`src/sv/bcst_pkg.sv`:
```
// ----------------------------------------------------------------------------
// bcst_pkg
// shared types, constants and the charge curve table of the tracker
// ----------------------------------------------------------------------------
`default_nettype none

package bcst_pkg;

  // field widths
  localparam int MV_W   = 14;
  localparam int PCT_W  = 7;
  localparam int CST_W  = 2;
  localparam int IN_W   = 48;
  localparam int OUT_W  = 32;
  localparam int DATA_W = 32;
  localparam int ADDR_W = 5;

  // curve table geometry
  localparam int CURVE_SLOTS      = 64;
  localparam int CURVE_POINTS_DEF = 21;
  localparam int IDX_W            = $clog2(CURVE_SLOTS);

  // interpolation: product of mv and percent spans, quotient below 2**PCT_W
  localparam int PROD_W    = MV_W + PCT_W;
  localparam int DIV_STEPS = PCT_W;
  localparam int DCNT_W    = $clog2(DIV_STEPS);

  localparam logic [PCT_W-1:0] PCT_FULL = PCT_W'(100);

  // register map
  localparam logic [2:0] REG_USB_PRESENT = 3'd0;
  localparam logic [2:0] REG_BAT_MIN     = 3'd1;
  localparam logic [2:0] REG_BAT_MAX     = 3'd2;
  localparam logic [2:0] REG_LOW_PCT     = 3'd3;
  localparam logic [2:0] REG_CRIT_PCT    = 3'd4;
  localparam logic [2:0] REG_START_CAP   = 3'd5;

  // register reset values
  localparam logic [MV_W-1:0]  RST_USB_PRESENT = MV_W'(4000);
  localparam logic [MV_W-1:0]  RST_BAT_MIN     = MV_W'(2500);
  localparam logic [MV_W-1:0]  RST_BAT_MAX     = MV_W'(4600);
  localparam logic [PCT_W-1:0] RST_LOW_PCT     = PCT_W'(20);
  localparam logic [PCT_W-1:0] RST_CRIT_PCT    = PCT_W'(10);
  localparam logic [PCT_W-1:0] RST_START_CAP   = PCT_W'(95);

  typedef enum logic [1:0] {
    CMD_NONE    = 2'd0,
    CMD_ENABLE  = 2'd1,
    CMD_DISABLE = 2'd2
  } charge_cmd_e;

  typedef enum logic [CST_W-1:0] {
    CHG_IDLE = 2'd0,
    CHG_PRE  = 2'd1,
    CHG_FAST = 2'd2,
    CHG_DONE = 2'd3
  } charger_state_e;

  typedef struct packed {
    logic [MV_W-1:0]  usb_present_mv;
    logic [MV_W-1:0]  battery_min_mv;
    logic [MV_W-1:0]  battery_max_mv;
    logic [PCT_W-1:0] low_percent;
    logic [PCT_W-1:0] critical_percent;
    logic [PCT_W-1:0] charge_start_cap;
  } cfg_t;

  // controller to datapath
  typedef struct packed {
    logic load;
    logic check;
    logic search;
    logic div_step;
    logic commit;
  } cmd_t;

  // datapath to controller
  typedef struct packed {
    logic edge_hit;
    logic seg_hit;
    logic seg_simple;
    logic seg_last;
    logic div_last;
    logic out_free;
  } sts_t;

  // curve voltage points, descending; unused slots read zero
  function automatic logic [MV_W-1:0] curve_mv(input logic [IDX_W-1:0] idx);
    logic [MV_W-1:0] v;
    case (idx)
      6'd0:  v = MV_W'(4200);
      6'd1:  v = MV_W'(4150);
      6'd2:  v = MV_W'(4110);
      6'd3:  v = MV_W'(4080);
      6'd4:  v = MV_W'(4020);
      6'd5:  v = MV_W'(3980);
      6'd6:  v = MV_W'(3950);
      6'd7:  v = MV_W'(3910);
      6'd8:  v = MV_W'(3870);
      6'd9:  v = MV_W'(3850);
      6'd10: v = MV_W'(3820);
      6'd11: v = MV_W'(3800);
      6'd12: v = MV_W'(3780);
      6'd13: v = MV_W'(3760);
      6'd14: v = MV_W'(3740);
      6'd15: v = MV_W'(3710);
      6'd16: v = MV_W'(3680);
      6'd17: v = MV_W'(3650);
      6'd18: v = MV_W'(3600);
      6'd19: v = MV_W'(3500);
      6'd20: v = MV_W'(3300);
      default: v = '0;
    endcase
    return v;
  endfunction

  // curve percent points matching curve_mv
  function automatic logic [PCT_W-1:0] curve_pct(input logic [IDX_W-1:0] idx);
    logic [PCT_W-1:0] p;
    case (idx)
      6'd0:  p = PCT_W'(100);
      6'd1:  p = PCT_W'(95);
      6'd2:  p = PCT_W'(90);
      6'd3:  p = PCT_W'(85);
      6'd4:  p = PCT_W'(80);
      6'd5:  p = PCT_W'(75);
      6'd6:  p = PCT_W'(70);
      6'd7:  p = PCT_W'(65);
      6'd8:  p = PCT_W'(60);
      6'd9:  p = PCT_W'(55);
      6'd10: p = PCT_W'(50);
      6'd11: p = PCT_W'(45);
      6'd12: p = PCT_W'(40);
      6'd13: p = PCT_W'(35);
      6'd14: p = PCT_W'(30);
      6'd15: p = PCT_W'(25);
      6'd16: p = PCT_W'(20);
      6'd17: p = PCT_W'(15);
      6'd18: p = PCT_W'(10);
      6'd19: p = PCT_W'(5);
      default: p = '0;
    endcase
    return p;
  endfunction

endpackage

`default_nettype wire

```
`src/sv/bcst_regs.sv`:
```
// ----------------------------------------------------------------------------
// bcst_regs
// configuration registers behind the apb-style port
// ----------------------------------------------------------------------------
`default_nettype none

module bcst_regs (
  input  wire logic                        clk_i,
  input  wire logic                        rst_ni,
  input  wire logic                        psel,
  input  wire logic                        penable,
  input  wire logic                        pwrite,
  input  wire logic [bcst_pkg::ADDR_W-1:0] paddr,
  input  wire logic [bcst_pkg::DATA_W-1:0] pwdata,
  output logic      [bcst_pkg::DATA_W-1:0] prdata,
  output logic                             pready,
  output bcst_pkg::cfg_t                   cfg_o
);

  bcst_pkg::cfg_t cfg_q;
  logic           wr_en;
  logic [2:0]     reg_sel;

  assign pready  = 1'b1;
  assign wr_en   = psel && penable && pwrite && pready;
  assign reg_sel = paddr[4:2];

  // register writes
  always_ff @(posedge clk_i or negedge rst_ni) begin
    if (!rst_ni) begin
      cfg_q.usb_present_mv   <= bcst_pkg::RST_USB_PRESENT;
      cfg_q.battery_min_mv   <= bcst_pkg::RST_BAT_MIN;
      cfg_q.battery_max_mv   <= bcst_pkg::RST_BAT_MAX;
      cfg_q.low_percent      <= bcst_pkg::RST_LOW_PCT;
      cfg_q.critical_percent <= bcst_pkg::RST_CRIT_PCT;
      cfg_q.charge_start_cap <= bcst_pkg::RST_START_CAP;
    end else if (wr_en) begin
      case (reg_sel)
        bcst_pkg::REG_USB_PRESENT: cfg_q.usb_present_mv   <= pwdata[bcst_pkg::MV_W-1:0];
        bcst_pkg::REG_BAT_MIN:     cfg_q.battery_min_mv   <= pwdata[bcst_pkg::MV_W-1:0];
        bcst_pkg::REG_BAT_MAX:     cfg_q.battery_max_mv   <= pwdata[bcst_pkg::MV_W-1:0];
        bcst_pkg::REG_LOW_PCT:     cfg_q.low_percent      <= pwdata[bcst_pkg::PCT_W-1:0];
        bcst_pkg::REG_CRIT_PCT:    cfg_q.critical_percent <= pwdata[bcst_pkg::PCT_W-1:0];
        bcst_pkg::REG_START_CAP:   cfg_q.charge_start_cap <= pwdata[bcst_pkg::PCT_W-1:0];
        default: ;
      endcase
    end
  end

  // read back
  always_comb begin
    case (reg_sel)
      bcst_pkg::REG_USB_PRESENT: prdata = bcst_pkg::DATA_W'(cfg_q.usb_present_mv);
      bcst_pkg::REG_BAT_MIN:     prdata = bcst_pkg::DATA_W'(cfg_q.battery_min_mv);
      bcst_pkg::REG_BAT_MAX:     prdata = bcst_pkg::DATA_W'(cfg_q.battery_max_mv);
      bcst_pkg::REG_LOW_PCT:     prdata = bcst_pkg::DATA_W'(cfg_q.low_percent);
      bcst_pkg::REG_CRIT_PCT:    prdata = bcst_pkg::DATA_W'(cfg_q.critical_percent);
      bcst_pkg::REG_START_CAP:   prdata = bcst_pkg::DATA_W'(cfg_q.charge_start_cap);
      default:                   prdata = '0;
    endcase
  end

  assign cfg_o = cfg_q;

endmodule

`default_nettype wire

```
`src/sv/bcst_ctrl.sv`:
```
// ----------------------------------------------------------------------------
// bcst_ctrl
// sequencer: edge check, segment search, interpolation divide, result commit
// ----------------------------------------------------------------------------
`default_nettype none

module bcst_ctrl (
  input  wire logic           clk_i,
  input  wire logic           rst_ni,
  input  wire logic           in_valid_i,
  output logic                in_ready_o,
  input  wire bcst_pkg::sts_t sts_i,
  output bcst_pkg::cmd_t      cmd_o
);

  typedef enum logic [2:0] {
    S_IDLE,
    S_CHECK,
    S_SEARCH,
    S_DIVIDE,
    S_FINISH
  } state_e;

  state_e state_q, state_d;

  // next state and datapath commands
  always_comb begin
    state_d = state_q;
    cmd_o   = '0;
    case (state_q)
      S_IDLE: begin
        if (in_valid_i) begin
          cmd_o.load = 1'b1;
          state_d    = S_CHECK;
        end
      end
      S_CHECK: begin
        cmd_o.check = 1'b1;
        state_d     = sts_i.edge_hit ? S_FINISH : S_SEARCH;
      end
      S_SEARCH: begin
        cmd_o.search = 1'b1;
        if (sts_i.seg_hit) begin
          state_d = sts_i.seg_simple ? S_FINISH : S_DIVIDE;
        end else if (sts_i.seg_last) begin
          state_d = S_FINISH;
        end
      end
      S_DIVIDE: begin
        cmd_o.div_step = 1'b1;
        if (sts_i.div_last) begin
          state_d = S_FINISH;
        end
      end
      S_FINISH: begin
        if (sts_i.out_free) begin
          cmd_o.commit = 1'b1;
          state_d      = S_IDLE;
        end
      end
      default: state_d = S_IDLE;
    endcase
  end

  // state register
  always_ff @(posedge clk_i or negedge rst_ni) begin
    if (!rst_ni) begin
      state_q <= S_IDLE;
    end else begin
      state_q <= state_d;
    end
  end

  assign in_ready_o = (state_q == S_IDLE);

endmodule

`default_nettype wire

```
`src/sv/bcst_dp.sv`:
```
// ----------------------------------------------------------------------------
// bcst_dp
// sample registers, curve walk, shift-subtract divider, state and result
// ----------------------------------------------------------------------------
`default_nettype none

module bcst_dp #(
  parameter int CURVE_POINTS = bcst_pkg::CURVE_POINTS_DEF
) (
  input  wire logic                       clk_i,
  input  wire logic                       rst_ni,
  input  wire logic [bcst_pkg::IN_W-1:0]  in_data_i,
  output logic      [bcst_pkg::OUT_W-1:0] out_data_o,
  output logic                            out_valid_o,
  input  wire logic                       out_ready_i,
  input  wire bcst_pkg::cfg_t             cfg_i,
  input  wire bcst_pkg::cmd_t             cmd_i,
  output bcst_pkg::sts_t                  sts_o
);

  localparam int MV_W   = bcst_pkg::MV_W;
  localparam int PCT_W  = bcst_pkg::PCT_W;
  localparam int IDX_W  = bcst_pkg::IDX_W;
  localparam int PROD_W = bcst_pkg::PROD_W;
  localparam int DCNT_W = bcst_pkg::DCNT_W;
  localparam int NPTS   = (CURVE_POINTS > bcst_pkg::CURVE_SLOTS) ? bcst_pkg::CURVE_SLOTS :
                          (CURVE_POINTS < 2) ? 2 : CURVE_POINTS;
  localparam logic [IDX_W-1:0]  LAST_PT  = IDX_W'(NPTS - 1);
  localparam logic [IDX_W-1:0]  LAST_SEG = IDX_W'(NPTS - 2);
  localparam logic [DCNT_W-1:0] DCNT_TOP = DCNT_W'(bcst_pkg::DIV_STEPS - 1);

  // captured sample
  logic [MV_W-1:0]  bat_q, usbv_q, sys_q;
  logic [1:0]       cst_q;
  logic             en_q;

  // curve walk and divider
  logic [IDX_W-1:0]  idx_q;
  logic [PROD_W-1:0] rem_q, dvs_q;
  logic [PCT_W-1:0]  quo_q, lp_q, est_q;
  logic [DCNT_W-1:0] dcnt_q;

  // tracked state and output register
  logic [PCT_W-1:0]             held_q;
  logic                         was_q;
  logic                         out_valid_q;
  logic [bcst_pkg::OUT_W-1:0]   out_data_q;

  // segment under test
  logic [IDX_W-1:0] idx_nx;
  logic [MV_W-1:0]  hv, lv, span;
  logic [PCT_W-1:0] hp, lp;
  logic             top_hit, bot_hit, seg_hit, seg_simple;
  logic [PROD_W-1:0] prod;

  assign idx_nx     = idx_q + IDX_W'(1);
  assign hv         = bcst_pkg::curve_mv(idx_q);
  assign lv         = bcst_pkg::curve_mv(idx_nx);
  assign hp         = bcst_pkg::curve_pct(idx_q);
  assign lp         = bcst_pkg::curve_pct(idx_nx);
  assign span       = hv - lv;
  assign top_hit    = bat_q >= bcst_pkg::curve_mv('0);
  assign bot_hit    = bat_q <= bcst_pkg::curve_mv(LAST_PT);
  assign seg_hit    = (bat_q <= hv) && (bat_q >= lv);
  assign seg_simple = (span == '0) || (hp < lp);
  assign prod       = PROD_W'(bat_q - lv) * PROD_W'(hp - lp);

  // divider step: one quotient bit per cycle
  logic              div_bit;
  logic [PCT_W-1:0]  quo_d;

  assign div_bit = rem_q >= dvs_q;
  assign quo_d   = {quo_q[PCT_W-2:0], div_bit};

  // result of the committed sample
  logic                  usb, batp, done;
  logic [PCT_W-1:0]      held_n, pct, capped;
  bcst_pkg::charge_cmd_e cmd;

  assign usb    = usbv_q >= cfg_i.usb_present_mv;
  assign batp   = (bat_q >= cfg_i.battery_min_mv) && (bat_q <= cfg_i.battery_max_mv);
  assign done   = (cst_q == bcst_pkg::CHG_DONE);
  assign capped = (est_q > cfg_i.charge_start_cap) ? cfg_i.charge_start_cap : est_q;

  always_comb begin
    if (usb && batp) begin
      cmd = en_q ? bcst_pkg::CMD_NONE : bcst_pkg::CMD_ENABLE;
    end else if (!batp && en_q) begin
      cmd = bcst_pkg::CMD_DISABLE;
    end else begin
      cmd = bcst_pkg::CMD_NONE;
    end
  end

  always_comb begin
    held_n = held_q;
    pct    = held_q;
    if (!batp) begin
      held_n = '0;
      pct    = '0;
    end else if (!usb) begin
      if (held_q == '0) begin
        held_n = est_q;
      end else if (!was_q && (est_q < held_q)) begin
        held_n = held_q - PCT_W'(1);
      end
      pct = held_n;
    end else if (done) begin
      pct = bcst_pkg::PCT_FULL;
    end else begin
      if (held_q == '0) begin
        held_n = capped;
      end
      pct = held_n;
    end
  end

  // sample capture and curve evaluation
  always_ff @(posedge clk_i) begin
    if (cmd_i.load) begin
      bat_q  <= in_data_i[MV_W-1:0];
      usbv_q <= in_data_i[2*MV_W-1:MV_W];
      sys_q  <= in_data_i[3*MV_W-1:2*MV_W];
      cst_q  <= in_data_i[3*MV_W+1:3*MV_W];
      en_q   <= in_data_i[3*MV_W+2];
      idx_q  <= '0;
    end
    if (cmd_i.check) begin
      est_q <= top_hit ? bcst_pkg::curve_pct('0) : bcst_pkg::curve_pct(LAST_PT);
    end
    if (cmd_i.search) begin
      if (seg_hit) begin
        est_q  <= lp;
        lp_q   <= lp;
        rem_q  <= prod;
        dvs_q  <= PROD_W'(span) << (bcst_pkg::DIV_STEPS - 1);
        quo_q  <= '0;
        dcnt_q <= DCNT_TOP;
      end else begin
        est_q <= '0;
        idx_q <= idx_nx;
      end
    end
    if (cmd_i.div_step) begin
      if (div_bit) begin
        rem_q <= rem_q - dvs_q;
      end
      dvs_q  <= dvs_q >> 1;
      quo_q  <= quo_d;
      dcnt_q <= dcnt_q - DCNT_W'(1);
      est_q  <= lp_q + quo_d;
    end
    if (cmd_i.commit) begin
      // charge_command, usb, battery, charging, done, percent, low, critical, system
      out_data_q <= bcst_pkg::OUT_W'({
        sys_q,
        batp && !usb && (pct <= cfg_i.critical_percent),
        batp && !usb && (pct <= cfg_i.low_percent),
        pct,
        usb && done,
        usb && ((cst_q == bcst_pkg::CHG_PRE) || (cst_q == bcst_pkg::CHG_FAST)),
        batp,
        usb,
        cmd
      });
    end
  end

  // tracked state and output valid
  always_ff @(posedge clk_i or negedge rst_ni) begin
    if (!rst_ni) begin
      held_q      <= '0;
      was_q       <= 1'b0;
      out_valid_q <= 1'b0;
    end else begin
      if (cmd_i.commit) begin
        held_q      <= held_n;
        was_q       <= usb;
        out_valid_q <= 1'b1;
      end else if (out_ready_i) begin
        out_valid_q <= 1'b0;
      end
    end
  end

  // status to the controller
  assign sts_o.edge_hit   = top_hit || bot_hit;
  assign sts_o.seg_hit    = seg_hit;
  assign sts_o.seg_simple = seg_simple;
  assign sts_o.seg_last   = (idx_q == LAST_SEG);
  assign sts_o.div_last   = (dcnt_q == '0);
  assign sts_o.out_free   = !out_valid_q || out_ready_i;

  assign out_valid_o = out_valid_q;
  assign out_data_o  = out_data_q;

endmodule

`default_nettype wire

```
`src/sv/battery_charge_state_tracker_top.sv`:
```
// ----------------------------------------------------------------------------
// battery_charge_state_tracker_top
// classifies usb and battery presence, issues charger commands and tracks
// a battery percentage from a piecewise-linear voltage curve
//
//   port group   direction  carries
//   s_axis_*     in         one measurement sample per request
//   m_axis_*     out        one status result per sample
//   apb          in/out     six configuration registers at 4*i
//
// after acceptance a sample gets an edge check, then, unless it lies at or
// beyond a curve end, a search step per segment walked and, for a sloped
// segment, the one-bit-per-cycle interpolation divider; a commit that waits
// for a free result register ends it; the next sample is taken the cycle after.
// one sample is in work at a time; the result register lets the next
// sample be taken while a result still waits on m_axis_tready.
// reset is asynchronous, active low, and clears state and pending results.
// ----------------------------------------------------------------------------
`default_nettype none

module battery_charge_state_tracker_top #(
  parameter int CURVE_POINTS = bcst_pkg::CURVE_POINTS_DEF
) (
  input  wire logic                        clk_i,
  input  wire logic                        rst_ni,
  input  wire logic                        s_axis_tvalid,
  output logic                             s_axis_tready,
  // battery_mv[13:0], usb_mv[27:14], system_mv[41:28],
  // charger_state[43:42], charger_enabled[44]
  input  wire logic [bcst_pkg::IN_W-1:0]   s_axis_tdata,
  output logic                             m_axis_tvalid,
  input  wire logic                        m_axis_tready,
  // charge_command[1:0], usb_present[2], battery_present[3], is_charging[4],
  // charge_done[5], percent[12:6], low_flag[13], critical_flag[14],
  // system_mv_out[28:15]
  output logic      [bcst_pkg::OUT_W-1:0]  m_axis_tdata,
  input  wire logic                        psel,
  input  wire logic                        penable,
  input  wire logic                        pwrite,
  input  wire logic [bcst_pkg::ADDR_W-1:0] paddr,
  input  wire logic [bcst_pkg::DATA_W-1:0] pwdata,
  output logic      [bcst_pkg::DATA_W-1:0] prdata,
  output logic                             pready
);

  bcst_pkg::cfg_t cfg;
  bcst_pkg::cmd_t cmd;
  bcst_pkg::sts_t sts;

  // configuration registers
  bcst_regs u_regs (
    .clk_i   (clk_i),
    .rst_ni  (rst_ni),
    .psel    (psel),
    .penable (penable),
    .pwrite  (pwrite),
    .paddr   (paddr),
    .pwdata  (pwdata),
    .prdata  (prdata),
    .pready  (pready),
    .cfg_o   (cfg)
  );

  // sequencer
  bcst_ctrl u_ctrl (
    .clk_i      (clk_i),
    .rst_ni     (rst_ni),
    .in_valid_i (s_axis_tvalid),
    .in_ready_o (s_axis_tready),
    .sts_i      (sts),
    .cmd_o      (cmd)
  );

  // datapath
  bcst_dp #(
    .CURVE_POINTS (CURVE_POINTS)
  ) u_dp (
    .clk_i       (clk_i),
    .rst_ni      (rst_ni),
    .in_data_i   (s_axis_tdata),
    .out_data_o  (m_axis_tdata),
    .out_valid_o (m_axis_tvalid),
    .out_ready_i (m_axis_tready),
    .cfg_i       (cfg),
    .cmd_i       (cmd),
    .sts_o       (sts)
  );

endmodule

`default_nettype wire

```
`config.mk`:
```
export PLATFORM = sky130hd
export DESIGN_NAME = battery_charge_state_tracker_top
export DESIGN_NICKNAME = d
export VERILOG_FILES = /design/src/sv/bcst_pkg.sv /design/src/sv/bcst_regs.sv /design/src/sv/bcst_ctrl.sv /design/src/sv/bcst_dp.sv /design/src/sv/battery_charge_state_tracker_top.sv
export SDC_FILE = /design/constraint.sdc
export NUM_CORES = 1
export LEC_CHECK = 0
export ABC_AREA = 1
export BUFFER_PORTS_ARGS = -buffer_cell sky130_fd_sc_hd__buf_4
export CAP_MARGIN = 20
export CORE_MARGIN = 2
export CORE_UTILIZATION = 51
export DETAILED_ROUTE_END_ITERATION = 6
export GPL_TIMING_DRIVEN = 0
export PLACE_DENSITY_LB_ADDON = 0.15
export SETUP_SLACK_MARGIN = 0.2
export SYNTH_ARGS = -nofsm -noshare
export SYNTH_HDL_FRONTEND = slang
export SYNTH_HIERARCHICAL = 1
export SYNTH_SLANG_ARGS = --single-unit
export TNS_END_PERCENT = 50
```
`constraint.sdc`:
```
create_clock -name clk_i -period 12.2 [get_ports clk_i]
set_input_delay 0.61 -clock clk_i [delete_from_list [all_inputs] [get_ports clk_i]]
set_output_delay 0.61 -clock clk_i [all_outputs]
set_load 0.02 [all_outputs]
```
# Yosys cells after proc, flatten, opt, wreduce, memory -nomap -nowiden
# Memory sizes are Yosys's and may differ from the RTL's. A register that Yosys moved wholly into a read port is not among the register bits.
# Index checks and enable logic that the tools add are counted.
# word_totals
ff_bits,219
output_inout_bits,67
mem_count,4
rom_bits,1216
in_bits,92
# classes
n_reduce_logical,39
mul,1
add_sub_neg,8
n_eq_ne,18
magnitude_cmp,13
muxes,56
# memory_table
memory,words,word_bits,rd,rd_ports_with_merged_regs,wr,line,text
(name not given),32,12,1,0,0,bcst_pkg.sv:90,case (idx)
(name not given),32,12,1,1,0,bcst_pkg.sv:90,
(name not given),32,7,1,0,0,bcst_pkg.sv:120,case (idx)
(name not given),32,7,1,1,0,bcst_pkg.sv:120,
# ops
operator,count
7-bit two-way mux,17
21-bit two-way mux,4
14-bit case mux with 6 select lines,1
14-bit greater-or-equal comparator,3
20-bit two-way mux,2
6-bit two-way mux,6
3-bit two-way mux,10
14-bit <= comparator,2
14-bit two-way mux,2
21-bit by 20-bit greater-or-equal comparator with 1-bit output,1
21-bit by 21-bit multiplier with 21-bit output,1
21-bit by 20-bit subtractor with 21-bit output,1
19-bit two-way mux,1
2-bit AND reduction,9
3-bit case mux with 5 select lines,1
14-bit by 14-bit subtractor with 15-bit output,1
"14-bit by 13-bit greater-or-equal comparator with 1-bit output, second input constant",1
"14-bit by 12-bit <= comparator with 1-bit output, second input constant",1
7-bit <= comparator,2
14-bit zero test,1
7-bit < comparator,2
14-bit subtractor,1
"3-bit by 2-bit == test with 1-bit output, second input constant",4
1-bit logical AND,12
23 further kinds,49

# Logic depth before layout (Yosys ltp)
# An unclocked memory read counts as a cell.
# depth
ltp_word,9
depth_mapped,45
ltp_nobuf,44

# Cells and area by module
# Netlist, hierarchy kept.
# by_module_without_submodules
mod,seq_area_each_um2,cells_each,instances,area_each_um2
bcst_dp,4639.4,2126,1,16568.4
bcst_regs,1611.5,403,1,3254.4
bcst_ctrl,75.1,42,1,254.0

# Worst setup path before layout
# Ideal clock, no wire load.
# synth_timing
path_type,reg-to-reg
startpoint,reg u_dp.idx_q[0]
endpoint,reg u_dp.rem_q[17]
required_time_ps,12080
arrival_time_ps,6669
synth_period_minus_slack_ps,6789
stages_incl_launch_ff,41
setup_ps,120
setup_slack_ps,5411
path_buffers,1
cell_sequence,dfxtp_1 ha_1 nand2_1 inv_1 nand2_1 xor2_1 clkbuf_1 nand2_1 o211ai_1 nor2_1 inv_1 ha_1 nand2_1 nor3_1 nor2_1 inv_1 a31oi_1 o21ai_0 [5 not listed] nand2_1 fa_1 inv_1 fa_1 fa_1 inv_1 fa_1 inv_1 ha_1 nand2_1 nor3_1 nand3_1 nand2_1 nand3_1 a21oi_1 nor2_1 a21oi_1 a21oi_1
# synth_via
elab_chain_len,9
word_cells_on_any_way,14
# synth_rtl
item,line,text
start: declaration,bcst_dp.sv:38,logic [IDX_W-1:0] idx_q;
start signal: assignment,bcst_dp.sv:141,idx_q <= idx_nx;
6-bit by 1-bit adder with 6-bit output (*),bcst_dp.sv:56,assign idx_nx = idx_q + IDX_W'(1);
memory read 32 x 12 bit / memory read 32 x 7 bit (equally long branches),--,
14-bit two-way mux / 7-bit two-way mux (equally long branches),"bcst_pkg.sv:90, bcst_pkg.sv:120",
14-bit by 14-bit subtractor with 15-bit output (tied with other cells),bcst_dp.sv:66,assign prod = PROD_W'(bat_q - lv) * PROD_W'(hp - lp);
21-bit by 21-bit multiplier with 21-bit output / 1-bit logical AND (equally long branches),"bcst_dp.sv:66, bcst_dp.sv:64",
21-bit two-way mux (*),bcst_dp.sv:132,if (seg_hit) begin
21-bit two-way mux (*),bcst_dp.sv:131,if (cmd_i.search) begin
21-bit two-way mux,bcst_dp.sv:145,if (div_bit) begin
21-bit two-way mux (*),bcst_dp.sv:144,if (cmd_i.div_step) begin
end signal: assignment,bcst_dp.sv:135,rem_q <= prod;
end signal: assignment,bcst_dp.sv:146,rem_q <= rem_q - dvs_q;
end: declaration,bcst_dp.sv:39,"logic [PROD_W-1:0] rem_q, dvs_q;"
# Mark *: on every way between the ends. The rest lies on a longest branch, timed or not.
# A chain may end at the register's enable or synchronous reset.

# Worst setup path in the final report
# layout_timing
startpoint,reg u_dp.idx_q[0]
endpoint,reg u_dp.rem_q[20]
# The elaborated chain is that of the path after synthesis.

==> metrics.yaml <==
path_common_cell: "inv_1"
syn_area_per_cell_um2: 7.81
worstPathRequired_ns: 12.65
arrival_ns: 8.95
cts_tree: "built"
synth_area_um2: 20100
max_freq_mhz: 118
slowest_delay_ns: 0.61
fin_worst_skew_ns: 0.0156
hp-class: "in2async"
crit_slowest_cell: "o31ai_1"
start_util: 0.518
final_hold_viol_count: 0
crit_fanout: 10
synth_warnings: 6
grtUsageTotal: 0.268
die_x_um: 202
fp.dieH_um: 202
slew_headroom: 0.351
dr.pass1.iters: 5
cts_made_buffers: 26
die-area_um2: 41000
nNetsFinal: 3117
ys_ff_latch: 237
cts.repair.resized: 0
dr_total_vias: 17386
postSynth.asyncResetShare: 0.316
r2r_end: "u_dp/rem_q[20]"
syn_inst: 2571
slew_viol_final: 0
r2r_start: "u_dp/idx_q[0]"
antenna_found_initial: 1
drt-initial-drc-count: 1181
clock_latency_ns: 0.55
start_kind: "register"
drcViolationCount: 0
rows: 72
drv_cap: 0
post_cts.repair.setup_buffers: 0
ctsHoldBuffers: 0
min_period_over_period: 0.697
drt-total-wl_um: 53500
io_pins: 159
gp_congestion: 0.980
drive_gt1_frac: 0.107
gr-total-overflow: 0
avgRoutedWirePerCell_um: 16.4
status: "completed"
grt_pass1_wl_um: 88100
antenna_left: 0
syn_to_final_growth_pct: 12.6
clockRootBuffer: "clkbuf_16"
finalSetupViolCount: 0
fin_setup_tns_ns: 0
synth_cell_types: 65
hpwl_um: 43300
rrSetupSlack_ns: 3.69
core-area_um2: 38700
tightest_slew_ns: 0.973
path_clk_slew_ns: 0.06
period_minus_slack_ns: 8.51
reg2regPathDepth: 38
grt_pass1_vias: 17182
synth_area_leaders: "edfxtp_1 17%, ha_1 12%, nand2_1 11%, fa_1 9.5%, inv_1 8.4%"
cts-htree-levels: 1
yosys.area.top_type: "edfxtp_1"
cts.path.max_buffers: 3
synth_top_area_share: 0.175
crit_path_end_kind: "register"
grt_max_degree: 76
rsz0062_at_grt: "no"
criticalPathCategory: "reg2reg"
vias_per_cell: 5.31
synth-main-ff-cell: "edfxtp_1"
ys_seq_area_frac: 0.315
cts_sinks: 237
synth_edf_count: 117
portBuffers: 111
[state kept, by name, summed over array words and instances, names as in the netlist, 3 cells and up, named ones only]
register         count
u_ctrl/state_q       3
u_dp/bat_q          14
u_dp/dcnt_q          3
u_dp/dvs_q          20
u_dp/est_q           7
u_dp/held_q          7
u_dp/idx_q           6
u_dp/lp_q            7
u_dp/out_data_o     29
u_dp/quo_q           6
u_dp/rem_q          21
u_dp/sys_q          14
u_dp/usbv_q         14
u_regs/cfg_o        63
[cells in the final DEF (no fill, tap or decap), drive strengths merged, types with 47 or more instances in the layout]
cell,instances
nand2,578
dfrtp,47
fa,95
ha,195
nor2,255
o21ai,182
a21oi,142
clkbuf,66
inv,466
nand3,121
edfxtp,117
buf,170
[worst max path at each step]
| stage | from | endpoint | cells past startpoint |
|---|---|---|---|
| after floorplan | u_dp/idx_q[0] | u_dp/rem_q[17] | 40 |
| after CTS | u_dp/idx_q[0] | u_dp/rem_q[20] | 38 |
| final | u_dp/idx_q[0] | u_dp/rem_q[20] | 38 |
| after detailed placement | u_dp/idx_q[0] | u_dp/rem_q[20] | 38 |
| after global placement | u_dp/idx_q[0] | u_dp/rem_q[20] | 38 |
| after global routing | u_dp/idx_q[0] | u_dp/rem_q[20] | 36 |
[synth_stat cells, drive strengths merged, types with 2 or more instances]
cell type  number
a31oi           9
fa             95
o31ai           4
dfxtp          45
nand2         578
ha            195
inv           465
o2111ai         4
o211a           2
xnor2          16
nor3b           3
conb            3
nor4           10
nand3         121
a21oi         142
nand3b          5
clkbuf         30
a21o           11
nor2          255
dfstp          28
edfxtp        117
xor2           43
o21a            2
dfrtp          47
o21bai          6
a21boi          2
o32ai           2
o32a            2
buf            53
nor3           17
o21ai         182
or2             6
nand4          40
o211ai         20
[cells by family (layout without fill, tap and decap cells)]
kind of cell | after synthesis | after routing | synth area share
other | 3 | 23 | 0.000561
AO/OA/AOI/OAI | 397 | 397 | 0.111
AND/OR/NAND/NOR | 1036 | 1036 | 0.218
buffers and inverters | 548 | 713 | 0.112
multiplexers | 1 | 1 | 0.000499
flip-flops | 237 | 237 | 0.315
XOR/XNOR | 59 | 59 | 0.0261
adder cells (fa/ha/maj) | 290 | 290 | 0.216
[area by class of cell]
cell class                 instances  area, µm²
antenna                            1       2.50
buffer                            83        499
clock buffer                      36        698
clock inverter                    12        151
fill                            3662      16100
inverter                         465       1750
multi-input combinational       1805      11600
sequential                       237       6330
tap                              518        648
timing repair buffer             117        938
[critical path: cells and delay by family, from the launching register on]
kind,cells,cell delay (ns)
compound gates,9,2.21
fa+ha+maj,7,3.11
buf+inv,9,0.78
flops,1,0.58
simple gates,13,1.73
[stage by stage]
| stage | util | hold slack (ns) | cell area, µm² | worst slack (ns) | std cells |
|---|---|---|---|---|---|
| floorplan | - | 0.314 | 20100 | 5.41 | 2590 |
| global placement | 0.558 | 0.402 | 21600 | 3.87 | 3219 |
| detailed placement | 0.561 | 0.405 | 21700 | 3.84 | 3225 |
| CTS | 0.583 | 0.208 | 22600 | 3.81 | 3273 |
| global route | 0.583 | 0.211 | 22600 | 3.10 | 3274 |
| finish | 0.583 | 0.206 | 22600 | 3.69 | 3274 |
[per-layer routing]
metal  global-route usage  vias up  routed length [µm]
met5                    0        -                   0
met4               0.0678        0                1370
met3               0.0369       96                3100
met2                0.449      503               24700
met1                0.366     8193               24400
li1                     -     8594                   -
Power is left out: the tool's default activity adds up to more than one toggle a clock period on the data nets, which glitch-free logic cannot reach.
